[src/rtl/imsc_pkg.sv]
// ----------------------------------------------------------------------------
// imsc_pkg
// Shared types and constants of the bus multiplexer select cache: request and
// write command payloads, operation codes and controller/datapath links.
// ----------------------------------------------------------------------------
package imsc_pkg;

    localparam int ADDR_W = 7;
    localparam int MASK_W = 8;
    localparam int SLOT_W = 3;

    localparam logic [ADDR_W-1:0] MUX_BASE = 7'h70;

    localparam logic [1:0] OP_SELECT = 2'd0;
    localparam logic [1:0] OP_INVAL  = 2'd1;
    localparam logic [1:0] OP_DONE   = 2'd2;

    typedef struct packed {
        logic [1:0]        operation;
        logic [ADDR_W-1:0] mux_address;
        logic signed [3:0] channel;
        logic [SLOT_W-1:0] done_slot;
        logic              write_ok;
    } t_in;

    typedef struct packed {
        logic [ADDR_W-1:0] bus_address;
        logic [MASK_W-1:0] bus_data;
        logic              is_target;
        logic              last_write;
    } t_out;

    typedef struct packed {
        logic load;
        logic inval;
        logic complete;
        logic emit_desel;
        logic emit_tgt;
    } t_cmd;

    typedef struct packed {
        logic desel_any;
        logic desel_one;
        logic tgt_need;
    } t_sts;

endpackage

[src/rtl/i2c_mux_select_cache_core.sv]
// ----------------------------------------------------------------------------
// i2c_mux_select_cache_core
// Turns channel-select requests into multiplexer write commands, deselecting
// other cached multiplexers first and skipping target writes on cache hits.
// ----------------------------------------------------------------------------
// order: a select transfer first has its deselect writes issued by the
//   controller's deselect walk, then its target write when one is due
// throughput: busy holds off new requests while a select is walked; one
//   command per cycle from the controller's deselect walk
// invalidate and completion transfers raise no busy
// reset (synchronous, active low) marks every cache slot unknown at once
// write commands are strobed for one cycle and cannot be held off
module i2c_mux_select_cache_core #(
    parameter int NUM_SLOTS = 8
) (
    input  logic            i_clk,
    input  logic            i_rst_n,
    input  logic            start,
    input  imsc_pkg::t_in   i_in,
    output logic            busy,
    output logic            o_strobe,
    output imsc_pkg::t_out  o_out
);

    imsc_pkg::t_cmd cmd;
    imsc_pkg::t_sts sts;

    imsc_ctrl u_ctrl (
        .i_clk       (i_clk),
        .i_rst_n     (i_rst_n),
        .start       (start),
        .i_operation (i_in.operation),
        .i_sts       (sts),
        .o_cmd       (cmd),
        .busy        (busy)
    );

    imsc_dp #(
        .NUM_SLOTS (NUM_SLOTS)
    ) u_dp (
        .i_clk    (i_clk),
        .i_rst_n  (i_rst_n),
        .i_in     (i_in),
        .i_cmd    (cmd),
        .o_sts    (sts),
        .o_strobe (o_strobe),
        .o_out    (o_out)
    );

    a_strobe_from_busy: assert property (@(posedge i_clk) disable iff (!i_rst_n)
        o_strobe |-> $past(busy))
        else $error("write command without an active request");

    a_target_last: assert property (@(posedge i_clk) disable iff (!i_rst_n)
        (o_strobe && o_out.is_target) |-> o_out.last_write)
        else $error("target write not marked last");

    a_desel_form: assert property (@(posedge i_clk) disable iff (!i_rst_n)
        (o_strobe && !o_out.is_target) |->
            (o_out.bus_data == '0) && (o_out.bus_address[6:3] == 4'he))
        else $error("malformed deselect write");

    a_last_ends: assert property (@(posedge i_clk) disable iff (!i_rst_n)
        (o_strobe && o_out.last_write) |=> !o_strobe)
        else $error("write command after last of transfer");

endmodule

[src/rtl/imsc_ctrl.sv]
// ----------------------------------------------------------------------------
// imsc_ctrl
// Sequencer: decodes accepted requests and steps a select request through
// its deselect writes and the final target write.
// ----------------------------------------------------------------------------
module imsc_ctrl (
    input  logic            i_clk,
    input  logic            i_rst_n,
    input  logic            start,
    input  logic [1:0]      i_operation,
    input  imsc_pkg::t_sts  i_sts,
    output imsc_pkg::t_cmd  o_cmd,
    output logic            busy
);

    localparam logic [1:0] S_IDLE  = 2'd0;
    localparam logic [1:0] S_DESEL = 2'd1;
    localparam logic [1:0] S_TGT   = 2'd2;

    logic [1:0] r_state;
    logic [1:0] n_state;

    always_comb begin
        n_state = r_state;
        o_cmd   = '0;
        unique case (r_state)
            S_IDLE: begin
                if (start) begin
                    case (i_operation)
                        imsc_pkg::OP_SELECT: begin
                            o_cmd.load = 1'b1;
                            n_state    = S_DESEL;
                        end
                        imsc_pkg::OP_INVAL: o_cmd.inval    = 1'b1;
                        imsc_pkg::OP_DONE:  o_cmd.complete = 1'b1;
                        default: ;
                    endcase
                end
            end
            S_DESEL: begin
                if (i_sts.desel_any) begin
                    o_cmd.emit_desel = 1'b1;
                end
                if (!i_sts.desel_any || i_sts.desel_one) begin
                    n_state = i_sts.tgt_need ? S_TGT : S_IDLE;
                end
            end
            S_TGT: begin
                o_cmd.emit_tgt = 1'b1;
                n_state        = S_IDLE;
            end
            default: n_state = S_IDLE;
        endcase
    end

    always_ff @(posedge i_clk) begin
        if (!i_rst_n) begin
            r_state <= S_IDLE;
        end else begin
            r_state <= n_state;
        end
    end

    assign busy = (r_state != S_IDLE);

endmodule

[src/rtl/imsc_dp.sv]
// ----------------------------------------------------------------------------
// imsc_dp
// Datapath: per-slot mask cache with known bits, pending deselect vector,
// latched request and the registered write command output.
// ----------------------------------------------------------------------------
module imsc_dp #(
    parameter int NUM_SLOTS = 8
) (
    input  logic            i_clk,
    input  logic            i_rst_n,
    input  imsc_pkg::t_in   i_in,
    input  imsc_pkg::t_cmd  i_cmd,
    output imsc_pkg::t_sts  o_sts,
    output logic            o_strobe,
    output imsc_pkg::t_out  o_out
);

    localparam int AW = imsc_pkg::ADDR_W;
    localparam int MW = imsc_pkg::MASK_W;
    localparam int SW = imsc_pkg::SLOT_W;

    logic [NUM_SLOTS-1:0] r_known, n_known;
    logic [MW-1:0]        r_mask [NUM_SLOTS];
    logic [MW-1:0]        n_mask [NUM_SLOTS];
    logic [NUM_SLOTS-1:0] r_pend, n_pend;
    logic                 r_tgt, n_tgt;
    logic [AW-1:0]        r_addr, n_addr;
    logic [MW-1:0]        r_dmask, n_dmask;
    imsc_pkg::t_out       r_res, n_res;
    logic                 r_vld, n_vld;

    logic [MW-1:0]        req_mask;
    logic                 req_direct;
    logic [SW-1:0]        req_slot;
    logic [NUM_SLOTS-1:0] cand;
    logic                 hit;
    logic [NUM_SLOTS-1:0] low;
    logic [SW-1:0]        low_idx;

    // request decode and candidate scan over the cache
    always_comb begin
        req_mask   = i_in.channel[3] ? '0 : (MW'(1) << i_in.channel[2:0]);
        req_direct = (i_in.mux_address == '0);
        req_slot   = i_in.mux_address[SW-1:0];
        hit        = 1'b0;
        for (int i = 0; i < NUM_SLOTS; i++) begin
            cand[i] = r_known[i] && (r_mask[i] != '0)
                      && !(!req_direct && (req_slot == SW'(i)));
            if ((req_slot == SW'(i)) && r_known[i] && (r_mask[i] == req_mask)) begin
                hit = 1'b1;
            end
        end
    end

    // lowest pending deselect
    always_comb begin
        low     = r_pend & (~r_pend + NUM_SLOTS'(1));
        low_idx = '0;
        for (int i = 0; i < NUM_SLOTS; i++) begin
            if (low[i]) begin
                low_idx = SW'(i);
            end
        end
    end

    assign o_sts.desel_any = (r_pend != '0);
    assign o_sts.desel_one = (r_pend != '0) && ((r_pend & (r_pend - NUM_SLOTS'(1))) == '0);
    assign o_sts.tgt_need  = r_tgt;

    always_comb begin
        n_known = r_known;
        n_mask  = r_mask;
        n_pend  = r_pend;
        n_tgt   = r_tgt;
        n_addr  = r_addr;
        n_dmask = r_dmask;
        n_res   = r_res;
        n_vld   = 1'b0;
        if (i_cmd.load) begin
            n_addr  = i_in.mux_address;
            n_dmask = req_mask;
            n_tgt   = !req_direct && !hit;
            n_pend  = cand;
        end
        if (i_cmd.inval) begin
            n_known = '0;
        end
        if (i_cmd.complete && !i_in.write_ok) begin
            for (int i = 0; i < NUM_SLOTS; i++) begin
                if (i_in.done_slot == SW'(i)) begin
                    n_known[i] = 1'b0;
                end
            end
        end
        if (i_cmd.emit_desel) begin
            n_pend = r_pend & ~low;
            for (int i = 0; i < NUM_SLOTS; i++) begin
                if (low[i]) begin
                    n_mask[i] = '0;
                end
            end
            n_res.bus_address = imsc_pkg::MUX_BASE | {{(AW-SW){1'b0}}, low_idx};
            n_res.bus_data    = '0;
            n_res.is_target   = 1'b0;
            n_res.last_write  = o_sts.desel_one && !r_tgt;
            n_vld             = 1'b1;
        end
        if (i_cmd.emit_tgt) begin
            for (int i = 0; i < NUM_SLOTS; i++) begin
                if (r_addr[SW-1:0] == SW'(i)) begin
                    n_known[i] = 1'b1;
                    n_mask[i]  = r_dmask;
                end
            end
            n_tgt             = 1'b0;
            n_res.bus_address = r_addr;
            n_res.bus_data    = r_dmask;
            n_res.is_target   = 1'b1;
            n_res.last_write  = 1'b1;
            n_vld             = 1'b1;
        end
    end

    always_ff @(posedge i_clk) begin
        if (!i_rst_n) begin
            r_known <= '0;
            r_pend  <= '0;
            r_tgt   <= 1'b0;
            r_vld   <= 1'b0;
        end else begin
            r_known <= n_known;
            r_pend  <= n_pend;
            r_tgt   <= n_tgt;
            r_vld   <= n_vld;
        end
    end

    always_ff @(posedge i_clk) begin
        r_mask  <= n_mask;
        r_addr  <= n_addr;
        r_dmask <= n_dmask;
        r_res   <= n_res;
    end

    assign o_strobe = r_vld;
    assign o_out    = r_res;

endmodule

[config.mk]
export PLATFORM = sky130hd
export DESIGN_NAME = i2c_mux_select_cache_core
export DESIGN_NICKNAME = d
export VERILOG_FILES = /design/src/rtl/imsc_pkg.sv /design/src/rtl/i2c_mux_select_cache_core.sv /design/src/rtl/imsc_ctrl.sv /design/src/rtl/imsc_dp.sv
export SDC_FILE = /design/constraint.sdc
export NUM_CORES = 1
export LEC_CHECK = 0
export CORE_MARGIN = 2
export CORE_UTILIZATION = 45
export DETAILED_ROUTE_END_ITERATION = 16
export DONT_BUFFER_PORTS = 1
export HOLD_SLACK_MARGIN = 0.03
export PLACE_DENSITY = 0.6
export SYNTH_ARGS = -nofsm -noshare
export SYNTH_HDL_FRONTEND = slang
export SYNTH_SLANG_ARGS = --single-unit
[constraint.sdc]
create_clock -name i_clk -period 3 [get_ports i_clk]
set_input_delay 0.6 -clock i_clk [delete_from_list [all_inputs] [get_ports i_clk]]
set_output_delay 0.6 -clock i_clk [all_outputs]
set_load 0.01 [all_outputs]
# Word-level counts from Yosys, hierarchy flattened
# Cells that the tools add are included.
[classes]
shifts = 1
n_reduce_logical = 79
eq_ne = 36
n_addsub = 2
mux = 72
bitwise_logic = 6
[ops]
columns = ["cell", "count"]
rows = [
  ["$mux W8", 22],
  ["$mux W64", 2],
  ["$reduce_bool A8 Y1", 9],
  ["$eq A8 B8 Y1", 8],
  ["$logic_and A1 B1 Y1", 44],
  ["$eq A3 B3 Y1 const B", 12],
  ["$mux W17", 2],
  ["$mux W1", 33],
  ["$and A8 B8 Y8", 3],
  ["$eq A3 B2 Y1 const B", 6],
  ["$mux W3", 6],
  ["$not A8 Y8", 2],
  ["$logic_not A1 Y1", 13],
  ["$mux W2", 6],
  ["$eq A3 B1 Y1 const B", 3],
  ["$logic_not A3 Y1", 3],
  ["$add A8 B1 Y8 const B", 1],
  ["$logic_not A8 Y1", 1],
  ["$shl A1 B3 Y8 const A", 1],
  ["$sub A8 B1 Y8 const B", 1],
  ["$logic_not A7 Y1", 1],
  ["$reduce_bool A2 Y1", 3],
  ["$eq A2 B1 Y1 const B", 2],
  ["$eq A2 B2 Y1 const B", 2],
  ["other kinds (8)", 10],
]
[totals]
in_bits = 20
ff_bits = 116
output_inout_bits = 19

# Depth between registers and ports, before layout
[depth]
ltp_word = 14
depth_mapped = 10

# By module
# Synthesis repeated with hierarchy kept, for this count alone.
[unflattened]
cells_unflattened = 611
hier_area_um2 = 5873.1
[modules_own_cells]
columns = ["mod", "cells_per_inst", "n_inst", "area_each_um2"]
rows = [
  ["imsc_dp", 595, 1, 5726.7],
  ["imsc_ctrl", 16, 1, 146.4],
]

# Worst setup path before layout
# Ideal clock, no wire load.
[synth_timing]
path_type = "input -> register"
startpoint = "input port i_in[4] (netlist name)"
endpoint = "register u_dp.r_tgt"
n_path_buf = 2
path_slack_ps = 701
path_stages = 8
arrival_ps = 2175
path_cell_list = "buf_6 -> or3b_1 -> buf_2 -> a2111oi_4 -> o21ai_1 -> a2111o_1 -> o32ai_1 -> o31ai_1"
[synth_via]
elab_chain_len = 14
word_cells_on_any_way = 28
classes_between = "eq/ne (8); shift (1); mux (9); reduce/logical (10)"
[synth_lines]
columns = ["element", "line_no", "source"]
rows = [
  ["start: declaration", "i2c_mux_select_cache_core.sv:19", "input imsc_pkg::t_in i_in,"],
  ["$shl A1 B3 Y8 (*)", "imsc_dp.sv:42", "req_mask = i_in.channel[3] ? '0 : (MW'(1) << i_in.channel[2:0]);"],
  ["$mux W8 (*)", "imsc_dp.sv:42", ""],
  ["$eq A8 B8 Y1", "imsc_dp.sv:49", "if ((req_slot == SW'(i)) && r_known[i] && (r_mask[i] == req_mask)) begin"],
  ["$logic_and A1 B1 Y1", "imsc_dp.sv:49", ""],
  ["$mux W1 (7 in a row)", "imsc_dp.sv:49", ""],
  ["$mux W1 (*)", "imsc_dp.sv:49", ""],
  ["$logic_not A1 Y1 (*)", "imsc_dp.sv:82", "n_tgt = !req_direct && !hit;"],
  ["$logic_and A1 B1 Y1 (*)", "imsc_dp.sv:82", ""],
  ["end signal: assignment", "imsc_dp.sv:133", "r_tgt <= n_tgt;"],
  ["end: declaration", "imsc_dp.sv:26", "logic r_tgt, n_tgt;"],
]
# Every way passes the cells marked *; elsewhere a longest branch is shown, timed or not.
# A chain may end at the register's enable or synchronous reset.

# Worst setup path in the final report
[layout_timing]
startpoint = "register u_ctrl.r_state[0]"
endpoint = "register u_dp.r_known[0]"
[layout_via]
elab_chain_len = 7
word_cells_on_any_way = 10
classes_between = "eq/ne (1); mux (7); reduce/logical (2)"
[layout_lines]
columns = ["element", "line_no", "source"]
rows = [
  ["start: declaration", "imsc_ctrl.sv:20", "logic [1:0] r_state;"],
  ["start signal: assignment", "imsc_ctrl.sv:60", "r_state <= n_state;"],
  ["$logic_not A2 Y1", "imsc_ctrl.sv:26", "unique case (r_state)"],
  ["$mux W3", "imsc_ctrl.sv:26", ""],
  ["$mux W8", "imsc_dp.sv:85", "if (i_cmd.inval) begin"],
  ["$mux W1", "imsc_dp.sv:90", "if (i_in.done_slot == SW'(i)) begin"],
  ["$mux W8", "imsc_dp.sv:88", "if (i_cmd.complete && !i_in.write_ok) begin"],
  ["$mux W1", "imsc_dp.sv:110", "if (r_addr[SW-1:0] == SW'(i)) begin"],
  ["$mux W8 (*)", "imsc_dp.sv:108", "if (i_cmd.emit_tgt) begin"],
  ["end signal: assignment", "imsc_dp.sv:131", "r_known <= n_known;"],
  ["end: declaration", "imsc_dp.sv:22", "logic [NUM_SLOTS-1:0] r_known, n_known;"],
]
# Marked as above.

==> results.yml <==
power:
  p_leak_uw: 0.00240
  ir_drop_mv: 0.633
  power.density_mw_per_mm2: 588
timing:
  worstMarginPinSlew_ns: 1.00
  fin_crit_sh_pct: 71.3
  setup_ws_ns: 0.861
  finalCriticalPeriod_ns: 2.14
  whs_ns: 0.269
  hold_viol_final: 0
  final-max-slew-violation-count: 0
  clock_skew_ns: 0.00818
  slew-limit-headroom_pct: 32.7
  finalSetupTns_ns: 0
  fmax_mhz: 468
  rsz0062_at_grt: "false"
  setup_viol: 0
global_routing:
  grt_pass1_wl_mm: 28.7
  grt_pass1_vias: 4726
  grt_use_total_pct: 27.1
  antenna_found_initial: 0
  grt_overflow_total: 0
  grt_max_degree: 47
finish:
  drive_gt1_share_pct: 9.92
  fin_area_mm2: 0.00665
  diodes: 0
  fin_cells: 817
  areaGrowthSynthToFinish_pct: 12.8
  final_nets: 652
  fill_cells: 1175
synthesis:
  synth_xor_area_share_pct: 0.891
  syn_avg_cell_area_um2: 9.24
  synth-seq-area-share_pct: 44.5
  synth.mux.area_fraction_pct: 0.700
  yosys_warnings: 0
  synth.distinct_cells: 78
  synth_area_leaders: "dfxtp_1 (29%), edfxtp_1 (15%), a22o_1 (8.6%)"
  synth_compound_area_share_pct: 27.0
  synth_top_family_by_area: "compound AO/OA/AOI/OAI gates"
  synthCells: 638
  netlist_area_mm2: 0.00590
  synth-simple-area-share_pct: 22.2
  ys_seq_elements: 116
  synth_top_cell_by_area: "dfxtp_1"
  syn_nets: 658
  async_reset_ff_share_pct: 0
  synth_top_area_share_pct: 29.2
  ys_dominant_reg_cell: "dfxtp_1"
  synth_edf_count: 30
  synth_fa_ha_area_share_pct: 0
placement:
  dp.cells: 785
  io_buffer_count: 0
  dp_hpwl_mm: 13.1
  gp_congestion: 0.964
  place_area_mm2: 0.00605
  dp_slack_ns: 0.486
floorplan:
  core-area_mm2: 0.0127
  die_width_um: 118
  io_pins: 39
  die_h_um: 118
  die_area_mm2: 0.0140
  rows: 41
  initial_core_util_pct: 46.3
worst_setup_path:
  critPathLaunch: "u_ctrl.r_state[0]"
  worstPathCellList: "or3b_1, nor4b_1, nand2b_1, o311a_1, o21a_1"
  cp-end-kind: "flop"
  critPathMaxStageDelay_ns: 0.56
  cp_max_fo: 6
  slowest_stage: "nor4b_1"
  rr_endpoint: "u_dp.r_known[0]"
  crit_path_start_kind: "flop"
  rrSetupSlack_ns: 0.86
  ff2ff_path_depth: 5
  path_delay_family: "simple AND/OR/NAND/NOR gates"
  required_ns: 3.32
  r2r_start: "u_ctrl.r_state[0]"
  worst-path-buf-inv: 0
  worst-endpoint-arrival_ns: 2.46
  crit_type: "reg -> reg"
route:
  postRouteAntennaNets: 0
  routed_wl_mm: 18.9
  drt-initial-drc-count: 563
  dr.pass1.iters: 5
  viasPerCell: 6.53
  dr.max_layer_used: "met4"
  routed-wl-met2_mm: 8.64
  wl_met3_mm: 1.53
  drc: 0
  vias: 5332
  wire_per_inst_um: 23.1
  wl_met1_mm: 8.35
cts:
  clockBufferDepth: 2
  cts_buffers: 17
  htreeDepth: 4
  cts.sinks: 116
  postCtsSetupBuffers: 0
  cts.repair.resized: 0
  clk_latency_ns: 0.43
  path_clk_slew_ns: 0.06
  cts_tree: "built"
  cts_hold_buf: 0
  clockRootBuffer: "clkbuf_16"
run_status:
  status: "complete, no violations"
hold_path:
  hold_depth: 0
  min_from: "i_in[8]"
  whs_endpoint: "u_dp.r_addr[0]"
  hold_class: "in -> reg"
run:
  cap_violations: 0
-- layout make-up --
type / count / area, um2 / share of cell area [%]
multi-input cells: 456 / 3000 / 45.1
flip-flops and latches: 116 / 2620 / 39.4
clock buffers: 18 / 439 / 6.60
well taps: 172 / 215 / 3.24
clock inverters: 14 / 159 / 2.39
repair buffers: 16 / 120 / 1.81
inverters: 25 / 93.8 / 1.41
-- stage by stage --
stage | util, % | power (uW)
finish | 52.3 | 3910
floorplan | - | 1840
global route | 52.3 | 4020
detailed placement | 47.6 | 1860
CTS | 52.3 | 3920
global placement | 47.6 | 1860
-- state kept, by name, indices dropped and copies added (netlist names) --
register	count
u_dp.o_out	17
u_dp.o_strobe	1
u_dp.r_known	8
u_dp.r_addr	7
u_dp.r_mask	64
u_dp.r_pend	8
u_ctrl.r_state	2
u_dp.r_dmask	8
u_dp.r_tgt	1
-- cell usage after synthesis (11+ instances only) --
| cell | n |
|---|---|
| nor4_1 | 16 |
| nor3_1 | 13 |
| dfxtp_1 | 86 |
| a22o_1 | 58 |
| nand2b_1 | 11 |
| clkbuf_1 | 27 |
| nand2_1 | 55 |
| nor2_1 | 46 |
| and2_1 | 11 |
| a21oi_1 | 19 |
| a31oi_1 | 12 |
| inv_1 | 24 |
| o21ai_0 | 29 |
| nor2b_1 | 15 |
| nand3_1 | 11 |
| edfxtp_1 | 30 |
-- metal layers --
metal | GRT usage, % | vias to the layer above
li1 | - | 2428
met1 | 37.7 | 2616
met2 | 42.4 | 259
met3 | 5.98 | 29
met4 | 7.66 | 0
met5 | 0 | -
-- logic make-up after synthesis --
kind of cell / after synthesis
buffers and inverters: 66
XOR/XNOR: 6
flip-flops: 116
AND/OR/NAND/NOR: 236
AO/OA/AOI/OAI: 210
multiplexers: 4
-- cells in the final DEF (no fill, tap or decap), types with 5 or more instances in the layout --
master and count:
dfxtp_1 86, a22o_1 58, nand2_1 55, nor2_1 46, edfxtp_1 30, o21ai_0 29, inv_1 24, a21oi_1 19
clkbuf_16 17, buf_4 16, nor2b_1 15, nor4_1 15, nor3_1 13, a31oi_1 12, nand2b_1 11, and2_1 11
nand3_1 11, o21a_1 8, nand4_1 8, o31ai_1 7, nor4b_1 7, o22ai_1 7, a21boi_0 6, a211oi_1 5
o211ai_1 5, o32ai_1 5
-- report_power, final --
part | switching [uW] | internal (uW)
combinational | 90.3 | 73.4
sequential | 44.3 | 1630
clock | 756 | 1320
-- worst max path at each step --
stage | depth (start not counted) | slack, ns | to
after global routing | 5 | 0.74 | u_dp.o_strobe
after CTS | 5 | 0.89 | u_dp.r_known[0]
after floorplan | 8 | 0.70 | u_dp.r_tgt
after detailed placement | 6 | 0.49 | u_dp.r_tgt
final | 5 | 0.86 | u_dp.r_known[0]
after global placement | 6 | 0.57 | u_dp.r_tgt
(Power assumes the default switching activity.)
